### src/design/ans_pkg.sv
// shared types and constants of the note segmenter
// no dependencies
package ans_pkg;

    localparam int ANS_HOP_SAMPLES = 512;
    localparam int ANS_LOG_XW      = 56;
    localparam int ANS_LOG_RW      = 22;
    localparam int ANS_DIV_DW      = 57;
    localparam int ANS_DIV_VW      = 40;

    localparam logic [16:0] ANS_MIN_WEIGHT = 17'd3277;
    localparam logic [16:0] ANS_FULL_CONF  = 17'd65536;
    localparam logic [55:0] ANS_REF_PITCH  = 56'd7040;

    typedef enum logic [2:0] {
        REG_SILENCE_LEVEL,
        REG_PITCH_MIN,
        REG_PITCH_MAX,
        REG_MIN_CONFIDENCE,
        REG_MIN_NOTE_SAMPLES,
        REG_ONSET_COMP,
        REG_MIN_SPLIT,
        REG_ONSET_SETTLE
    } ans_reg_t;

    typedef enum logic [3:0] {
        ST_IDLE,
        ST_PREP,
        ST_EVAL,
        ST_LOG_GO,
        ST_LOG_WAIT,
        ST_JCALC,
        ST_DECIDE,
        ST_FLUSH,
        ST_DIV_GO,
        ST_DIV_WAIT,
        ST_MIDI,
        ST_OUT,
        ST_POST
    } ans_state_t;

    typedef struct packed {
        logic                  start;
        logic [ANS_LOG_XW-1:0] operand;
    } ans_log_req_t;

    typedef struct packed {
        logic                  start;
        logic [ANS_DIV_DW-1:0] dividend;
        logic [ANS_DIV_VW-1:0] divisor;
    } ans_div_req_t;

endpackage

### src/design/ans_log2.sv
// iterative log2 unit, q16 result, one squaring per cycle
// depends on ans_pkg
module ans_log2 (
    input  logic                          clk,
    input  logic                          rst_n,
    input  ans_pkg::ans_log_req_t         req,
    output logic                          done,
    output logic [ans_pkg::ANS_LOG_RW-1:0] result
);
    import ans_pkg::*;

    logic                  busy_reg, busy_next;
    logic                  sq_reg, sq_next;
    logic                  done_reg, done_next;
    logic [ANS_LOG_XW-1:0] x_reg, x_next;
    logic [5:0]            p_reg, p_next;
    logic [30:0]           m_reg, m_next;
    logic [ANS_LOG_RW-1:0] r_reg, r_next;
    logic [3:0]            i_reg, i_next;
    logic [61:0]           sqm;
    logic [31:0]           t;

    assign sqm = 62'(m_reg) * 62'(m_reg);
    assign t   = sqm[61:30];

    always_comb
    begin
        busy_next = busy_reg;
        sq_next   = sq_reg;
        done_next = 1'b0;
        x_next    = x_reg;
        p_next    = p_reg;
        m_next    = m_reg;
        r_next    = r_reg;
        i_next    = i_reg;
        if (req.start)
        begin
            busy_next = 1'b1;
            sq_next   = 1'b0;
            x_next    = req.operand;
            p_next    = 6'(ANS_LOG_XW - 1);
            r_next    = '0;
        end
        else if (busy_reg && !sq_reg)
        begin
            // leading-one search, a byte at a time then a bit
            if (x_reg[ANS_LOG_XW-1] || p_reg == 6'd0)
            begin
                sq_next = 1'b1;
                m_next  = x_reg[ANS_LOG_XW-1 -: 31];
                i_next  = 4'd15;
                r_next  = {p_reg, 16'd0};
            end
            else if (x_reg[ANS_LOG_XW-1 -: 8] == 8'd0 && p_reg >= 6'd8)
            begin
                x_next = x_reg << 8;
                p_next = p_reg - 6'd8;
            end
            else
            begin
                x_next = x_reg << 1;
                p_next = p_reg - 6'd1;
            end
        end
        else if (busy_reg)
        begin
            if (t[31])
            begin
                m_next = t[31:1];
                r_next = r_reg | (ANS_LOG_RW'(1) << i_reg);
            end
            else
            begin
                m_next = t[30:0];
            end
            if (i_reg == 4'd0)
            begin
                busy_next = 1'b0;
                done_next = 1'b1;
            end
            else
            begin
                i_next = i_reg - 4'd1;
            end
        end
    end

    always_ff @(posedge clk or negedge rst_n)
    begin
        if (!rst_n)
        begin
            busy_reg <= 1'b0;
            sq_reg   <= 1'b0;
            done_reg <= 1'b0;
        end
        else
        begin
            busy_reg <= busy_next;
            sq_reg   <= sq_next;
            done_reg <= done_next;
        end
    end

    always_ff @(posedge clk)
    begin
        x_reg <= x_next;
        p_reg <= p_next;
        m_reg <= m_next;
        r_reg <= r_next;
        i_reg <= i_next;
    end

    assign done   = done_reg;
    assign result = r_reg;
endmodule

### config.mk
export PLATFORM = sky130hd
export DESIGN_NAME = ans_log2
export DESIGN_NICKNAME = d
export VERILOG_FILES = /design/src/design/ans_pkg.sv /design/src/design/ans_log2.sv
export SDC_FILE = /design/constraint.sdc
export NUM_CORES = 2
export LEC_CHECK = 0
export CORE_MARGIN = 5
export CORE_UTILIZATION = 50
export DETAILED_ROUTE_END_ITERATION = 8
export DONT_BUFFER_PORTS = 1
export GPL_TIMING_DRIVEN = 0
export PLACE_DENSITY_LB_ADDON = 0.05
export SYNTH_ARGS = -nofsm -noshare
export SYNTH_HDL_FRONTEND = slang
export SYNTH_SLANG_ARGS = --single-unit
export TNS_END_PERCENT = 10
### constraint.sdc
create_clock -name clk -period 16.4 [get_ports clk]
set_input_delay 0.82 -clock clk [delete_from_list [all_inputs] [get_ports clk]]
set_output_delay 0.82 -clock clk [all_outputs]
set_load 0.02 [all_outputs]
# Word level (Yosys, flattened, before mapping)
# Cells that the tools add are included.
[totals]
output_inout_bits = 23
ff_bits = 122
in_bits = 59
[op_classes]
n_mul = 1
addsub = 3
bitwise = 3
eq_ne = 4
n_lt_le_gt_ge = 1
n_reduce_logical = 17
shifts = 1
n_mux = 28
[ops]
columns = ["op", "count"]
rows = [
  ["$mux W56", 4],
  ["$mux W31", 4],
  ["$mux W22", 4],
  ["$mul A31 B31 Y62", 1],
  ["$or A22 B22 Y22", 1],
  ["$shl A1 B4 Y22 const A", 1],
  ["$mux W4", 4],
  ["$mux W1", 11],
  ["$logic_not A8 Y1", 1],
  ["$reduce_bool A2 Y1", 4],
  ["$ge A6 B4 Y1 const B", 1],
  ["$logic_not A6 Y1", 1],
  ["$mux W6", 1],
  ["$ne A2 B2 Y1 const B", 3],
  ["$reduce_and A2 Y1", 3],
  ["$reduce_and A3 Y1", 2],
  ["$sub A6 B1 Y6 const B", 1],
  ["$sub A6 B4 Y6 const B", 1],
  ["$logic_not A4 Y1", 1],
  ["$reduce_and A4 Y1", 1],
  ["$sub A4 B1 Y4 const B", 1],
  ["$logic_and A1 B1 Y1", 2],
  ["$ne A2 B1 Y1 const B", 1],
  ["$not A1 Y1", 2],
  ["2 further kinds", 2],
]

# Depth between registers and ports, before layout
[depth]
ltp_word = 6
ltp_mapped = 31
ltp_nobuf = 27

# Worst setup path after synthesis
# Ideal clock, no wire load.
[synth_timing]
path_kind = "register to register"
from = "register m_reg[4]"
to = "register m_reg[29] (data pin)"
slack_ns = 8.770
period_less_slack_ns = 7.630
arrival_ns = 7.359
path_stages_with_launch = 28
path_buffers = 2
path_cell_list = "edfxtp_1 -> clkbuf_1 -> clkbuf_1 -> nand2_1 -> fa_1 -> inv_1 -> fa_1 -> fa_1 -> inv_1 -> fa_1 -> inv_1 -> fa_1 -> inv_1 -> fa_1 -> inv_1 -> fa_1 -> fa_1 -> ha_1 -> nand2_1 -> or3_1 -> a2111o_1 -> nand4_2 -> a31oi_4 -> o21ai_4 -> xor2_4 -> nor2_1 -> a221oi_1 -> a21oi_1"
[synth_via]
elab_chain_cells = 4
[synth_lines]
columns = ["element", "line", "text"]
rows = [
  ["start: declaration", "ans_log2.sv:17", "logic [30:0] m_reg, m_next;"],
  ["start signal: assignment", "ans_log2.sv:108", "m_reg <= m_next;"],
  ["$mul A31 B31 Y62", "ans_log2.sv:23", "assign sqm = 62'(m_reg) * 62'(m_reg);"],
  ["$mux W31", "ans_log2.sv:67", "if (t[31])"],
  ["$mux W31", "ans_log2.sv:65", "else if (busy_reg)"],
  ["$mux W31", "ans_log2.sv:44", "else if (busy_reg && !sq_reg)"],
]
# Every way passes these cells. The select of a mux whose other input is x is not followed.
# A chain may end at the register's enable or synchronous reset.

# Final worst setup path
[layout_timing]
from = "register m_reg[11]"
to = "register m_reg[27] (data pin)"
# The elaborated chain is that of the path after synthesis.

==> summary.md <==
| Metric | Value |
|---|---|
| Status | `finished clean` |
| Site row count | `93` |
| Wirelength per Cell | `24.3 um` |
| Wirelength, routed | `106000 um` |
| CTS tree | `yes` |
| Largest cells by area after synthesis | `fa_1 46%, inv_1 11%, ha_1 10%, edfxtp_1 8.3%, nand2_1 4.8%` |
| Avg Inst Size Synth | `9.47 um2` |
| Die Y | `266 um` |
| Synth top area share | `45.8%` |
| Unique masters post-synth | `76` |
| Routability Congestion | `0.994` |
| Max-cap violations | `0` |
| RSZ-0062 raised after global routing | `no` |
| Chip width | `266 um` |
| Crit path launch type | `register` |
| Post-route ant nets | `0` |
| Worst hold path class | `in -> async` |
| Post-synth top area cell | `fa_1` |
| Layout Cells excl Fill | `4353` |
| Max reg flops | `56` |
| Netlist Area Pre-Place | `32800 um2` |
| Setup CP Type | `reg -> reg` |
| Top FF cell, synth | `edfxtp_1` |
| Worst Slack Setup Final | `5.68 ns` |
| Most frequent cells in the layout | `937 x inv_1, 750 x fa_1, 416 x nand2_1` |
| Filler cells | `6154` |
| # hold bufs at CTS | `0` |
| Asr flop ratio synth | `2.46%` |
| Crit path from | `m_reg[11]` |
| CORE AREA | `64700 um2` |
| Maximum number of pins on one net before global-route repair | `36` |
| # DRC | `0` |
| Fin crit share | `65.4%` |
| Total track usage | `30.3%` |
| Full die area | `70800 um2` |
| Post-synth EDFFs | `91` |
| Syn Nets | `4543` |
| Mapped Cells | `3461` |
| Routed vias/inst | `5.48` |
| Peak Freq | `93.3 MHz` |
| Detail Placement HPWL | `87100 um` |
| Critical path endpoint category | `register` |
| Seq cells post-synth | `122` |
| Crit Path Max Fanout | `10` |
| # port buffers | `0` |
| Fin crit period | `10.72 ns` |
| Pre-CTS setup slack | `6.16 ns` |
| Worst r2r src | `m_reg[11]` |
| Share of cells above drive strength 1 | `1.89%` |
| Sequential-to-total area share from yosys stat | `10.3%` |
| Worst Max-Slew Pin Slew | `1.40 ns` |
| Fin Setup TNS | `0 ns` |
| Placed Instances | `4318` |
| WP data required | `16.56 ns` |
| Vias | `23.9k` |
| Pre-antenna DRT Iters | `5` |
| Initial Utilization | `50.7%` |
| Layout Nets | `4564` |
| Commonest non-fill, non-tap cell in the layout | `inv_1` |
| Area growth syn-to-layout | `5.32%` |
| Root Buffer | `clkbuf_16` |
| # IOs | `82` |
| Hold Vio Cnt, Final | `0` |
| Clock Pin Slew Worst Setup and Hold Paths | `0.06 ns` |
| CTS max path bufs | `2` |
| Count of pins over their slew limit | `0` |
| Number of antenna violations at the first check in global routing | `5` |
| Final Skew | `0.00957 ns` |
| Fin util | `53.4%` |
| Clock sink total | `122` |
| Worst-skew pair later-pin latency | `0.41 ns` |
| Crit path DAT | `10.88 ns` |
| Cts repair resizes | `0` |
| Setup bufs post-CTS | `0` |
| Rel. slew slack | `6.81%` |
| H-tree depth | `4` |
| # setup viols final | `0` |
| Detailed router's first-iteration violation count | `2083` |
| First-pass GRT wire length | `160000 um` |
| Overflow after GRT | `0` |
| CTS Buf Count | `17` |
| Number of global-route vias before repair | `26.2k` |
| Synth warn | `0` |
critical path: stages, from the launching register on:
cell and delay [ns]:
edfxtp_1 0.75, clkbuf_1 0.89, clkbuf_1 0.96, nand2_1 0.18
fa_1 0.63, inv_1 0.07, fa_1 0.45, fa_1 0.56
inv_1 0.05, fa_1 0.47, inv_1 0.05, fa_1 0.49
inv_1 0.05, fa_1 0.53, inv_1 0.05, fa_1 0.39
fa_1 0.54, ha_1 0.44, nand3_1 0.21, nor3_1 0.26
o2111ai_1 0.22, a311oi_1 0.63, nor3_1 0.14, a211oi_1 0.57
a41o_1 0.26, a211oi_1 0.08, xnor2_1 0.18, a221o_1 0.33
layer usage:
layer	track usage (%)	wire [um]
met4	11.3	4980
met5	0	46
met3	4.93	8440
met1	40.3	41500
met2	50.3	50700
per-stage QoR:
step | cell area, um2 | hold slack, ns
final | 34500 | 0.106
after floorplan | 32800 | 0.473
after global routing | 34500 | 0.0875
after detailed placement | 33900 | 0.525
after CTS | 34500 | 0.0932
after global placement | 33900 | 0.501
cell families (layout without fill, tap and decap cells):
group                      Yosys count  in the layout  synth area share (%)
xor gates and xnor gates            58             58                  1.63
DFF                                122            122                  10.3
buffers and inverters             1072           1106                  12.3
and+or+nand+nor                    791            791                  11.3
AOI/OAI and AO/OA                  333            333                  6.35
adders and majority gates         1023           1023                  56.2
muxes                               62             62                  1.90
other                                0              3                     0
cell type report:
class,instances,area [um2],share of cell area [%]
diodes,3,7.51,0.0217
well taps,855,1070,3.10
flip-flops and latches,122,3370,9.75
clock inverters,7,45.0,0.130
inverters,938,3520,10.2
clock buffers,25,571,1.65
plain buffers,134,518,1.50
repair buffers,2,47.5,0.138
multi-input cells,2267,25400,73.5
Yosys cell counts (10+ instances only):
library cell and number:
dfxtp_1 28, xnor2_1 30, xor2_1 26, nand2_1 416
mux2i_1 61, ha_1 273, nor2_1 98, nand4_1 16
and2_1 174, nand3_1 14, fa_1 750, a21oi_1 105
a22o_1 15, inv_1 937, nand2b_1 10, clkbuf_1 124
o21ai_0 100, edfxtp_1 91, a21o_1 28, and3_1 12
nor2b_1 10
worst paths after layout:
path	endpoint	slack [ns]	depth (start not counted)
setup / recovery	m_reg[27]	5.68	27
hold / removal	busy_reg	0.11	0
setup reg to reg	m_reg[27]	5.68	27
hold reg to reg	result[16]	0.53	2
max in group asynchronous	sq_reg	16.23	0
min in group clk	result[16]	0.53	2
Power is left out: the tool's default activity adds up to more than one toggle a clock period on the data nets, which glitch-free logic cannot reach.
