===== config.mk =====
export PLATFORM = sky130hd
export DESIGN_NAME = ans_div
export DESIGN_NICKNAME = d
export VERILOG_FILES = /design/src/design/ans_pkg.sv /design/src/design/ans_div.sv
export SDC_FILE = /design/constraint.sdc
export NUM_CORES = 1
export LEC_CHECK = 0
export BUFFER_PORTS_ARGS = -buffer_cell sky130_fd_sc_hd__buf_2
export CAP_MARGIN = 20
export CORE_ASPECT_RATIO = 1.25
export CORE_MARGIN = 2
export CORE_UTILIZATION = 30
export CTS_BUF_LIST = sky130_fd_sc_hd__clkbuf_16
export CTS_CLUSTER_DIAMETER = 200
export CTS_CLUSTER_SIZE = 30
export DETAILED_ROUTE_END_ITERATION = 12
export GPL_ROUTABILITY_DRIVEN = 0
export GPL_TIMING_DRIVEN = 0
export PLACE_DENSITY = 0.47
export SYNTH_ARGS = -nofsm -noshare
export SYNTH_HDL_FRONTEND = slang
export SYNTH_SLANG_ARGS = --single-unit

===== constraint.sdc =====
create_clock -name clk -period 3.9 [get_ports clk]
set_clock_uncertainty 0.2 [all_clocks]
set_input_delay 0.195 -clock clk [delete_from_list [all_inputs] [get_ports clk]]
set_output_delay 0.195 -clock clk [all_outputs]
set_load 0.01 [all_outputs]

===== src/design/ans_pkg.sv =====
// shared types and constants of the note segmenter
// no dependencies
package ans_pkg;

    localparam int ANS_HOP_SAMPLES = 512;
    localparam int ANS_LOG_XW      = 56;
    localparam int ANS_LOG_RW      = 22;
    localparam int ANS_DIV_DW      = 57;
    localparam int ANS_DIV_VW      = 40;

    localparam logic [16:0] ANS_MIN_WEIGHT = 17'd3277;
    localparam logic [16:0] ANS_FULL_CONF  = 17'd65536;
    localparam logic [55:0] ANS_REF_PITCH  = 56'd7040;

    typedef enum logic [2:0] {
        REG_SILENCE_LEVEL,
        REG_PITCH_MIN,
        REG_PITCH_MAX,
        REG_MIN_CONFIDENCE,
        REG_MIN_NOTE_SAMPLES,
        REG_ONSET_COMP,
        REG_MIN_SPLIT,
        REG_ONSET_SETTLE
    } ans_reg_t;

    typedef enum logic [3:0] {
        ST_IDLE,
        ST_PREP,
        ST_EVAL,
        ST_LOG_GO,
        ST_LOG_WAIT,
        ST_JCALC,
        ST_DECIDE,
        ST_FLUSH,
        ST_DIV_GO,
        ST_DIV_WAIT,
        ST_MIDI,
        ST_OUT,
        ST_POST
    } ans_state_t;

    typedef struct packed {
        logic                  start;
        logic [ANS_LOG_XW-1:0] operand;
    } ans_log_req_t;

    typedef struct packed {
        logic                  start;
        logic [ANS_DIV_DW-1:0] dividend;
        logic [ANS_DIV_VW-1:0] divisor;
    } ans_div_req_t;

endpackage


===== src/design/ans_div.sv =====
// restoring divider, one quotient bit per cycle
// depends on ans_pkg
module ans_div (
    input  logic                           clk,
    input  logic                           rst_n,
    input  ans_pkg::ans_div_req_t          req,
    output logic                           done,
    output logic [ans_pkg::ANS_DIV_DW-1:0] quotient
);
    import ans_pkg::*;

    localparam int CW = $clog2(ANS_DIV_DW);

    logic                  busy_reg, busy_next;
    logic                  done_reg, done_next;
    logic [CW-1:0]         cnt_reg, cnt_next;
    logic [ANS_DIV_VW-1:0] rem_reg, rem_next;
    logic [ANS_DIV_VW-1:0] dvs_reg, dvs_next;
    logic [ANS_DIV_DW-1:0] quo_reg, quo_next;
    logic [ANS_DIV_VW:0]   trial;
    logic                  fits;

    assign trial = {rem_reg, quo_reg[ANS_DIV_DW-1]};
    assign fits  = trial >= {1'b0, dvs_reg};

    always_comb
    begin
        busy_next = busy_reg;
        done_next = 1'b0;
        cnt_next  = cnt_reg;
        rem_next  = rem_reg;
        dvs_next  = dvs_reg;
        quo_next  = quo_reg;
        if (req.start)
        begin
            busy_next = 1'b1;
            cnt_next  = CW'(ANS_DIV_DW - 1);
            rem_next  = '0;
            dvs_next  = req.divisor;
            quo_next  = req.dividend;
        end
        else if (busy_reg)
        begin
            if (fits)
            begin
                rem_next = ANS_DIV_VW'(trial - {1'b0, dvs_reg});
            end
            else
            begin
                rem_next = trial[ANS_DIV_VW-1:0];
            end
            quo_next = {quo_reg[ANS_DIV_DW-2:0], fits};
            if (cnt_reg == '0)
            begin
                busy_next = 1'b0;
                done_next = 1'b1;
            end
            else
            begin
                cnt_next = cnt_reg - 1'b1;
            end
        end
    end

    always_ff @(posedge clk or negedge rst_n)
    begin
        if (!rst_n)
        begin
            busy_reg <= 1'b0;
            done_reg <= 1'b0;
        end
        else
        begin
            busy_reg <= busy_next;
            done_reg <= done_next;
        end
    end

    always_ff @(posedge clk)
    begin
        cnt_reg <= cnt_next;
        rem_reg <= rem_next;
        dvs_reg <= dvs_next;
        quo_reg <= quo_next;
    end

    assign done     = done_reg;
    assign quotient = quo_reg;
endmodule


## Yosys cells after proc, flatten, opt, wreduce, memory -nomap -nowiden

Cells that the tools add are included.

- Bitwise logic cells: 1
- Add/sub/neg operators: 2
- Muxes and demuxes: 9
- $lt $le $gt $ge: 1
- Reduce and logical (&&, ||, !) cells: 3

Operator list:

| kind | count |
|---|---|
| $mux W57 | 2 |
| $ge A41 B40 Y1 | 1 |
| $mux W40 | 1 |
| $sub A40 B40 Y40 | 1 |
| $logic_not A6 Y1 | 1 |
| $mux W1 | 6 |
| $sub A6 B1 Y6 const B | 1 |
| $reduce_and A2 Y1 | 1 |
| $reduce_bool A2 Y1 | 1 |
| $not A1 Y1 | 1 |

- Register bits: 145
- Bits of input ports: 100
- Logic and storage cells: 22
- Output and inout bits: 58

## Depth between registers and ports, before layout

Gate-level depths: netlist of run 1.

- Depth in word-level cells: 4
- Gate-level depth with buffers: 14
- Gate-level depth less buffers: 12

## Worst setup path after synthesis of run 1

Ideal clock, no wire load.

- Kind: register to register
- Start point: reg dvs_reg[26]
- End point: reg quo_reg[0] (netlist: quotient[0]), data pin
- Data arrival time: 2,336 ps
- Path slack: 1,104 ps
- Cell stages (with the launch flop): 14
- Path buffers: 3
- Period minus slack after synthesis: 2,796 ps
- Data required time: 3,440 ps
- Path through: edfxtp_1 inv_1 ha_1 buf_2 a21oi_1 o21bai_1 a21o_1 a31oi_1 nand2_1 o22ai_4 o21bai_4 buf_6 buf_2 mux2_2

- Cells in the longest elaborated chain, start to end: 3

RTL lines:

| element | line | text |
|---|---|---|
| start: declaration | ans_div.sv:18 | `logic [ANS_DIV_VW-1:0] dvs_reg, dvs_next;` |
| start signal: assignment | ans_div.sv:83 | `dvs_reg <= dvs_next;` |
| $ge A41 B40 Y1 | ans_div.sv:24 | `assign fits = trial >= {1'b0, dvs_reg};` |
| $mux W57 | ans_div.sv:42 | `else if (busy_reg)` |
| $mux W57 | ans_div.sv:34 | `if (req.start)` |
| via quo_next[0] | ans_div.sv:19 | `logic [ANS_DIV_DW-1:0] quo_reg, quo_next;` |
| end signal: assignment | ans_div.sv:84 | `quo_reg <= quo_next;` |
| end: declaration | ans_div.sv:19 |  |

The timed path passes the listed nets, and every way through them passes these cells. The select of a mux whose other input is x is not followed.
A chain may end at the register's enable or synchronous reset.

## Final worst setup path of run 1

Ends and elaborated chain as after synthesis.

==> results.md, run 1 <==
* DRC viols at 0
* Routed Antenna Nets at 0
* Mean Syn Cell Area at 10.75 µm²
* Total power at 6268 µW
* Synthesized instance count at 763
* Commonest cells post-synth: edfxtp_1, mux2_2, nor2_1, nand2_1, inv_1
* R2R depth at 13
* Via density per instance at 4.818
* Synthesized area at 8205 µm²
* Design area at 11020 µm²
* Final net count at 1183
* P&R area growth vs syn at 34.35%
* DRT iter0 DRCs at 339
* Rows at 67
* Drt total wl at 23.96 mm
* Ant. Diodes at 0
* CTS H-tree depth at 4
* RSZ-0062 raised after global routing: false
* Final hold vios at 0
* Post-synthesis cell type count at 68
* Fmax at 302.6 MHz
* Initial Util at 30.59%
* DRT Pass-1 Iters at 6
* Port buffer count at 157
* Max VDD drop at 0.3665 mV
* Register area at 3884 µm²
* Vias at 6735
* Hold_sp: req[97]
* Req. time, crit path at 3.87 ns
* Hold Worst Slack at 0.08613 ns
* Grt total ovfl at 0
* Post-DP HPWL at 17.31 mm
* Worst skew pair latency at 0.42 ns
* Primary FF master, synth: edfxtp_1
* Cells taking the most area after synthesis: edfxtp_1, dfxtp_1, mux2_2, ha_1, mux2i_1
* Count leader, synth: edfxtp_1
* Slew headroom at 46.74%
* Worst Setup SP: dvs_reg[26]$_DFFE_PP_
* Synth area leader: edfxtp_1
* Vias in the first global route at 6938
* R2R Path Start: dvs_reg[26]$_DFFE_PP_
* Die W at 151.9 µm
* Fraction of layout cells with a size suffix above 1 at 26.59%
* Max-Cap Viols at 0
* Largest net degree at the start of global routing at 45
* Critical R2R Capture: quotient[0]$_DFFE_PP_
* Max Slew Vio Count at 0
* CTS root buf: clkbuf_16
* Flops & latches, synth at 145
* First-pass GRT wire length at 37.64 mm
* CTS tree: yes
* WP data arrival at 3.27 ns
* CP startpoint kind: register
* Core ar. at 26830 µm²
* Avg WL per Cell at 17.14 µm
* Hold Path Class: input pin to register
* Area of the multi-input gates at 3899 µm²
* Synth top area share at 35.50%
* Max reg flops at 57
* Yosys warns at 0
* Critical Path End: quotient[0]$_DFFE_PP_
* CTS max path bufs at 2
* Period minus WS final at 3.305 ns
* Post-synth EDFFs at 97
* Post-CTS Setup Inserts at 0
* Num ports at 158
* Total CTS buffers at 17
* Slack of the worst reg-to-reg path at 0.60 ns
* Critical-path maximum fanout at 10
* Pwr Density at 568.6 nW/µm²
* Fraction of registers with async set/reset at 1.379%
* Post-route clock period utilization at 84.74%
* Clock Sinks at 145
* Overall Global Routing Usage at 16.68%
* Die area at 28700 µm²
* Initial antenna violation count at 0
* Setup CP Type: register to register
* CTS clock-pin slew for the worst setup and hold paths at 0.06 ns
* Worst-Margin Slew at 0.7989 ns
* Placed cell areas at 9443 µm²
* Static leakage at 0.004737 µW
* Syn Nets at 906
* Crit. End Element: register
* Final setup vio count at 0
* Chip height at 188.9 µm
* Fill cells at 2669
* Register area share after synthesis at 47.33%
* Outcome: finished clean
## layout make-up
| type | instances | share of cell area (%) |
|---|---|---|
| Inverter | 50 | 1.702 |
| Multi-Input combinational cell | 525 | 35.36 |
| Clock buffer | 17 | 3.859 |
| Clock inverter | 15 | 1.317 |
| Sequential cell | 145 | 35.23 |
| Buffer | 43 | 2.134 |
| Timing Repair Buffer | 258 | 16.48 |
| Tap cell | 345 | 3.916 |
## layout by cell type (no fill, tap or decap), types with 4 or more instances in the layout
cell type	instances
xnor2_1	24
clkinv_4	4
buf_2	169
clkbuf_1	21
nand4_1	8
o21a_1	5
mux2i_1	29
nor3_1	7
a21o_1	23
nand3_1	10
a21oi_1	44
buf_12	4
ha_1	42
dlygate4sd3_1	99
and3_1	6
xor2_1	15
buf_4	5
clkbuf_16	17
mux2_2	58
o311a_1	4
a31oi_1	11
o21ai_1	17
o21ai_0	17
nor2_1	55
nand2b_1	12
a211oi_1	23
o21bai_1	5
edfxtp_1	97
dfxtp_1	46
nand2_1	52
inv_1	50
## through the flow
| step | worst slack [ns] | cells | utilization [%] | TNS [ns] |
|---|---|---|---|---|
| 6_report | 0.5952 | 1398 | 41.10 | 0 |
| 5_1_grt | 0.3919 | 1398 | 41.10 | 0 |
| 4_1_cts | 0.5835 | 1397 | 41.02 | 0 |
| 3_5_place_dp | 0.5310 | 1266 | 35.20 | 0 |
| 3_3_place_gp | -0.5029 | 1265 | 35.13 | -28.28 |
| 2_1_floorplan | 1.104 | 763 | - | 0 |
## timing repair
| item | CTS | global route |
|---|---|---|
| hold buffers | 99 | 0 |
| endpoints found under the hold margin | 99 | 0 |
| resized for setup | 0 | 0 |
## worst max-delay path, cell delays in order (launching register included)
cell and delay [ns]:
edfxtp_1 0.36, inv_1 0.10, ha_1 0.22, buf_2 0.17, a21oi_1 0.19, o21bai_1 0.09, a21o_1 0.19, a31oi_1 0.36
nand2_1 0.16, o22ai_4 0.26, o21bai_4 0.07, buf_6 0.15, buf_2 0.22, mux2_2 0.31
## where the power goes
group,internal (µW),switching [µW],total [µW]
Combinational,1160,1360,2530
Clock,937,685,1620
Sequential,1920,197,2120
## metal layers
layer  share of wire, %  wire length [µm]  vias to the layer above  GRT usage [%]
met5                  0                 0                        -              0
met4                1.3               321                        0          5.248
met3                6.1              1450                       22          3.983
met2                 51             12110                      201          30.02
met1                 42             10080                     3169          19.57
li1                   -                 -                     3343              -
## how the worst min path moves through the flow
stage	to	slack (ns)	depth (start not counted)
2_1_floorplan	busy_reg$_DFF_PN0_	-0.30	0
5_1_grt	dvs_reg[17]$_DFFE_PP_	0.1	1
6_report	dvs_reg[9]$_DFFE_PP_	0.09	1
3_3_place_gp	done$_DFF_PN0_	-0.22	1
3_5_place_dp	done$_DFF_PN0_	-0.22	1
4_1_cts	dvs_reg[16]$_DFFE_PP_	0.26	2
## logic make-up after synthesis
kind of cell	Yosys count	share of synthesized area, %
DFF	145	47.33
and+or+nand+nor	176	10.20
adders and majority gates	43	6.648
xor gates and xnor gates	39	4.163
buffers and inverters	93	5.154
muxes	87	11.50
AOI/OAI and AO/OA	180	15.01
Note: power is estimated with default switching activity, not from simulation.
==> run 2, diff against run 1 <==
--- a/config.mk
+++ b/config.mk
@@ -5,6 +5,7 @@
 export SDC_FILE = /design/constraint.sdc
 export NUM_CORES = 1
 export LEC_CHECK = 0
+export ABC_AREA = 1
 export BUFFER_PORTS_ARGS = -buffer_cell sky130_fd_sc_hd__buf_2
 export CAP_MARGIN = 20
 export CORE_ASPECT_RATIO = 1.25
@@ -16,7 +17,7 @@
 export DETAILED_ROUTE_END_ITERATION = 12
 export GPL_ROUTABILITY_DRIVEN = 0
 export GPL_TIMING_DRIVEN = 0
-export PLACE_DENSITY = 0.47
+export PLACE_DENSITY = 0.46
 export SYNTH_ARGS = -nofsm -noshare
 export SYNTH_HDL_FRONTEND = slang
 export SYNTH_SLANG_ARGS = --single-unit
==> constraint.sdc (replaced) <==
create_clock -name clk -period 3.5 [get_ports clk]
set_clock_uncertainty 0.2 [all_clocks]
set_input_delay 0.175 -clock clk [delete_from_list [all_inputs] [get_ports clk]]
set_output_delay 0.175 -clock clk [all_outputs]
set_load 0.01 [all_outputs]
==> results.md, run 2 <==
* Design area at 12150 µm²
* Hold Path Stages at 1
* Rows at 71
* CTS tree: yes
* Mean Syn Cell Area at 7.004 µm²
* Synthesized area at 9189 µm²
* Primary FF master, synth: edfxtp_1
* Overall Global Routing Usage at 18.22%
* Critical-path maximum fanout at 3
* Req. time, crit path at 3.63 ns
* Post-route clock period utilization at 77.15%
* R2R Path Start: quotient[56]$_DFFE_PP_
* Grt total ovfl at 0
* DRC viols at 0
* Register area share after synthesis at 42.27%
* Area of the multi-input gates at 4322 µm²
* P&R area growth vs syn at 32.18%
* Clock Sinks at 145
* First-pass GRT wire length at 45.67 mm
* Routed Antenna Nets at 0
* Vias at 8740
* Cells taking the most area after synthesis: edfxtp_1, nand2_1, dfxtp_1, inv_1, ha_1
* Net Sw Frac at 39.47%
* Fraction of registers with async set/reset at 1.379%
* CTS root buf: clkbuf_16
* Crit. End Element: register
* Seq pwr share at 30.5%
* Hold_sp: req[97]
* Place WS at 0.3327 ns
* Synthesized instance count at 1312
* Period minus WS final at 2.700 ns
* Max-Cap Viols at 0
* Internal power at 4514 µW
* Slew headroom at 58.35%
* Initial Util at 30.51%
* Post-synth EDFFs at 97
* Total CTS buffers at 17
* Port buffer count at 157
* Avg WL per Cell at 13.98 µm
* R2R depth at 15
* RSZ-0062 raised after global routing: false
* Largest net degree at the start of global routing at 62
* Core ar. at 30120 µm²
* Chip height at 199.7 µm
* Final setup vio count at 0
* Leading cell type in the layout, fill and taps excluded: nand2_1
* P_sw at 2943 µW
* Final net count at 1732
* Num ports at 158
* Die area at 32050 µm²
* Via density per instance at 4.363
* Total power at 7457 µW
* Clock power share at 26.6%
* Fmax at 370.3 MHz
* Slack of the worst reg-to-reg path at 0.80 ns
* Initial antenna violation count at 0
* Max reg flops at 57
* Synth area leader: edfxtp_1
* CTS H-tree depth at 4
* CTS max path bufs at 2
* Die W at 160.5 µm
* Placed cell areas at 10510 µm²
* Count leader, synth: nand2_1
* Outcome: finished clean
* Setup CP Type: register to register
* CTS clock-pin slew for the worst setup and hold paths at 0.07 ns
* Synth top area share at 31.70%
* Ant. Diodes at 0
* Fraction of layout cells with a size suffix above 1 at 13.92%
* Vias in the first global route at 8949
* Hold worst-path end: dvs_reg[35]$_DFFE_PP_
* Hold Worst Slack at 0.07787 ns
* Yosys warns at 0
* DRT Pass-1 Iters at 5
* Post-route setup slack at 0.7997 ns
* Gate power share at 42.9%
* Post-synthesis cell type count at 36
* Register area at 3884 µm²
* Hold Path Class: input pin to register
* Critical R2R Capture: rem_reg[32]$_SDFFE_PP0P_
* Static leakage at 0.006329 µW
* Final hold vios at 0
* Max VDD drop at 0.2326 mV
* CP startpoint kind: register
* Drt total wl at 28.01 mm
* Fill cells at 3196
* Max Slew Vio Count at 0
* Post-DP HPWL at 21.77 mm
* Worst skew pair latency at 0.44 ns
* Commonest cells post-synth: nand2_1, inv_1, edfxtp_1, nand3_1, nor2_1
* DRT iter0 DRCs at 324
* Pwr Density at 614.0 nW/µm²
* Syn Nets at 1455
* Worst-Margin Slew at 0.6225 ns
* Most frequent cells in the layout: nand2_1, inv_1, buf_2, dlygate4sd3_1
* WP data arrival at 2.83 ns
* Flops & latches, synth at 145
==> run 2: final cells by class <==
class | instances | area share [%]
repair buffers | 258 | 15.02
clock inverters | 14 | 1.453
multi-input cells | 913 | 35.58
plain buffers | 32 | 1.267
inverters | 222 | 6.861
clock buffers | 18 | 3.709
well taps | 401 | 4.131
flip-flops and latches | 145 | 31.98
==> run 2: cell families after synthesis <==
| family | Yosys count | share of synthesized area, % |
|---|---|---|
| AOI/OAI and AO/OA | 68 | 4.017 |
| xor gates and xnor gates | 23 | 2.192 |
| adders and majority gates | 43 | 5.937 |
| buffers and inverters | 254 | 10.70 |
| DFF | 145 | 42.27 |
| and+or+nand+nor | 779 | 34.89 |
==> run 2: worst max-delay path by stage <==
stage                                 from                  endpoint  slack, ns  depth (start not counted)
floorplan               busy_reg$_DFF_PN0_     quotient[0]$_DFFE_PP_       0.43                          3
global placement                   req[97]    quotient[25]$_DFFE_PP_      -2.01                          4
detailed placement                 req[97]    quotient[10]$_DFFE_PP_       0.33                          5
CTS                 quotient[56]$_DFFE_PP_  rem_reg[32]$_SDFFE_PP0P_       0.77                         15
global route        quotient[56]$_DFFE_PP_  rem_reg[24]$_SDFFE_PP0P_       0.57                         15
finish              quotient[56]$_DFFE_PP_  rem_reg[32]$_SDFFE_PP0P_       0.80                         15
==> run 2: repair_timing <==
action,in CTS,in global routing
buffers inserted,0,0
hold buffers,99,0
gates resized for setup,0,0
hold endpoints to repair,99,0
endpoints found under the setup margin,0,0
==> run 2: power groups by stage <==
| stage | combinational (µW) | sequential (µW) | clock [µW] |
|---|---|---|---|
| finish | 3200 | 2280 | 1980 |
| CTS | 3240 | 2280 | 2050 |
| global route | 3660 | 2310 | 2120 |
| floorplan | 2270 | 2300 | 0 |
| detailed placement | 3140 | 2310 | 0 |
| global placement | 3140 | 2310 | 0 |
==> run 2: routing by layer <==
layer	vias to the layer above	share of wire (%)	track usage, %
met1	3882	44	21.24
met4	0	2.5	7.174
met2	202	49	32.89
li1	4624	-	-
met5	-	0	0
met3	32	4.5	3.570
==> run 2: critical path, cell delays in order, from the launching register on <==
cell and delay (ns):
edfxtp_1 0.45, inv_1 0.09, ha_1 0.23, fa_1 0.44
nor2_1 0.15, o21ai_0 0.10, nand2_1 0.15, nand2_1 0.06
nand2_1 0.23, nand2_1 0.14, nand2_1 0.08, nand2_1 0.04
nand2_1 0.05, nand2_1 0.04, nand3_1 0.07, nand2_1 0.05
==> run 2: stage by stage <==
step	setup TNS (ns)	util, %	instances
floorplan	0	-	1312
global placement	-130.93	34.79	1870
detailed placement	0	34.89	1871
CTS	0	40.26	2002
global route	0	40.33	2003
finish	0	40.33	2003
==> run 3, diff against run 2 <==
==> constraint.sdc (replaced) <==
create_clock -name clk -period 2.6 [get_ports clk]
set_clock_uncertainty 0.2 [all_clocks]
set_input_delay 0.13 -clock clk [delete_from_list [all_inputs] [get_ports clk]]
set_output_delay 0.13 -clock clk [all_outputs]
set_load 0.01 [all_outputs]
==> results.md, run 3 (synthesis gave the netlist of run 2 again) <==
* WP data arrival at 2.61 ns
* RSZ-0062 raised after global routing: true
* First-pass GRT wire length at 45.26 mm
* Crit. End Element: register
* Die W at 160.5 µm
* Pwr Density at 815.3 nW/µm²
* CTS clock-pin slew for the worst setup and hold paths at 0.06 ns
* Post-route clock period utilization at 95.44%
* Delay-heaviest family, CP: simple AND/OR/NAND/NOR gates
* Final net count at 1734
* Fraction of layout cells with a size suffix above 1 at 15.65%
* Leading cell type in the layout, fill and taps excluded: nand2_1
* Initial Util at 30.51%
* Num ports at 158
* Critical-path cell list: inv_2, ha_2, fa_2, inv_1, nand3_1, nand3_2, nand2_1, nand2_1, nand2_1, nand3_1, nand3_1, nand2_1, nand2_1
* Worst skew pair latency at 0.43 ns
* Hold Worst Slack at 0.05690 ns
* Port buffer count at 157
* Die area at 32050 µm²
* Critical-path maximum fanout at 3
* Avg WL per Cell at 14.08 µm
* Met2 Use GR at 33.35%
* Max reg flops at 57
* CP startpoint kind: register
* Final hold vios at 0
* Chip height at 199.7 µm
* Overall Global Routing Usage at 18.06%
* Slowest cell on crit path: edfxtp_1
* Most frequent cells in the layout: nand2_1, inv_1, buf_2, dlygate4sd3_1, edfxtp_1
* Max Slew Vio Count at 0
* Max VDD drop at 0.3511 mV
* Vias at 8758
* CTS tree: yes
* Most used cell, CP: nand2_1
* CTS H-tree depth at 4
* CTS root buf: clkbuf_16
* Drt total wl at 28.23 mm
* DRC viols at 0
* Worst-Margin Slew at 0.6395 ns
* Core ar. at 30120 µm²
* Routed Antenna Nets at 0
* Post-DP HPWL at 21.71 mm
* Static leakage at 0.006333 µW
* CTS max path bufs at 2
* Largest net degree at the start of global routing at 53
* Setup CP Type: register to register
* Slew headroom at 57.37%
* Most used routing layer: met2
* Rows at 71
* Outcome: finished clean
* Clock Sinks at 145
* P&R area growth vs syn at 32.95%
* Req. time, crit path at 2.73 ns
* Grt total ovfl at 0
* Via density per instance at 4.368
* Fin Setup TNS at 0 ns
* Final setup vio count at 0
* Met1 GRT Util at 20.74%
* WP buf/inv at 2
* Initial antenna violation count at 0
* DRT iter0 DRCs at 385
* Total CTS buffers at 17
* Max-Cap Viols at 0
* Met3 usage at 4.027%
* Critical path's largest stage delay at 0.44 ns
* Ant. Diodes at 0
* Hold Path Class: input pin to register
* Fmax at 403.0 MHz
* DRT Pass-1 Iters at 5
* Vias in the first global route at 8790
* Period minus WS final at 2.482 ns
run 3: cell count changes in the layout (fill, tap and decap cells not counted), moves of 3 or more:
| cell | change |
|---|---|
| a21oi_1 | -3 |
| a21oi_2 | +3 |
| ha_1 | -6 |
| buf_2 | -6 |
| nand3_2 | +3 |
| buf_6 | +4 |
| ha_2 | +5 |
| buf_4 | +3 |
| nand3_1 | -3 |
| nand2_1 | -7 |
| nand2_2 | +5 |
| nor2_1 | -7 |
| nor2_2 | +5 |
run 3: report_power, final:
part / switching (µW) / total (µW) / internal, µW
Clock: 1080 / 2400 / 1330
Combinational: 2760 / 4490 / 1730
Sequential: 219 / 3070 / 2850
Total: 4050 / 9960 / 5910
run 3: metal layers:
layer / part of all wire, % / vias up
li1: - / 4622
met1: 43 / 3895
met2: 50 / 216
met3: 4.8 / 25
met4: 2.0 / 0
met5: 0 / -
run 3: through the flow:
step           worst slack (ns)  instances  cell area, µm²  total power (µW)  utilization [%]
6_report                 0.1185       2005           12220              9960            40.57
3_3_place_gp             -1.326       1870           10480              7333            34.79
2_1_floorplan            0.4370       1312            9190              6153                -
5_1_grt                -0.04559       2005           12220             10750            40.57
4_1_cts                0.003031       2003           12080              9942            40.12
3_5_place_dp            -0.6148       1871           10510              7341            34.89
run 3: area by class of cell:
cell class | count | area [µm²]
plain buffers | 32 | 181.4
clock buffers | 17 | 425.4
clock inverters | 15 | 131.4
fillers | 3219 | 17900
inverters | 222 | 833.3
multi-input cells | 913 | 4431
flip-flops and latches | 145 | 3884
well taps | 401 | 501.7
repair buffers | 260 | 1829
run 3: worst reg2reg max path, delay by kind of cell (launching register included):
family        cells  cell delay, ns
fa+ha+maj         2            0.62
flops             1            0.44
simple gates      9            0.95
buf+inv           2            0.16
run 3: timing repair:
action                     CTS  global route
setup endpoints to repair   66            41
buffers inserted             1             2
pin swaps                    0             4
resized for setup            7            35
hold endpoints to repair    99             0
hold buffers                99             0
run 3: path summary, 6_finish.rpt:
path	startpoint	end	slack, ns	cells after the start
min in group asynchronous	rst_n	done$_DFF_PN0_	0.38	3
min	req[97]	dvs_reg[36]$_DFFE_PP_	0.06	1
max in group asynchronous	rst_n	busy_reg$_DFF_PN0_	1.68	3
max reg2reg	quotient[56]$_DFFE_PP_	rem_reg[34]$_SDFFE_PP0P_	0.12	13
max	quotient[56]$_DFFE_PP_	rem_reg[34]$_SDFFE_PP0P_	0.12	13
min reg2reg	rem_reg[25]$_SDFFE_PP0P_	rem_reg[25]$_SDFFE_PP0P_	0.27	2
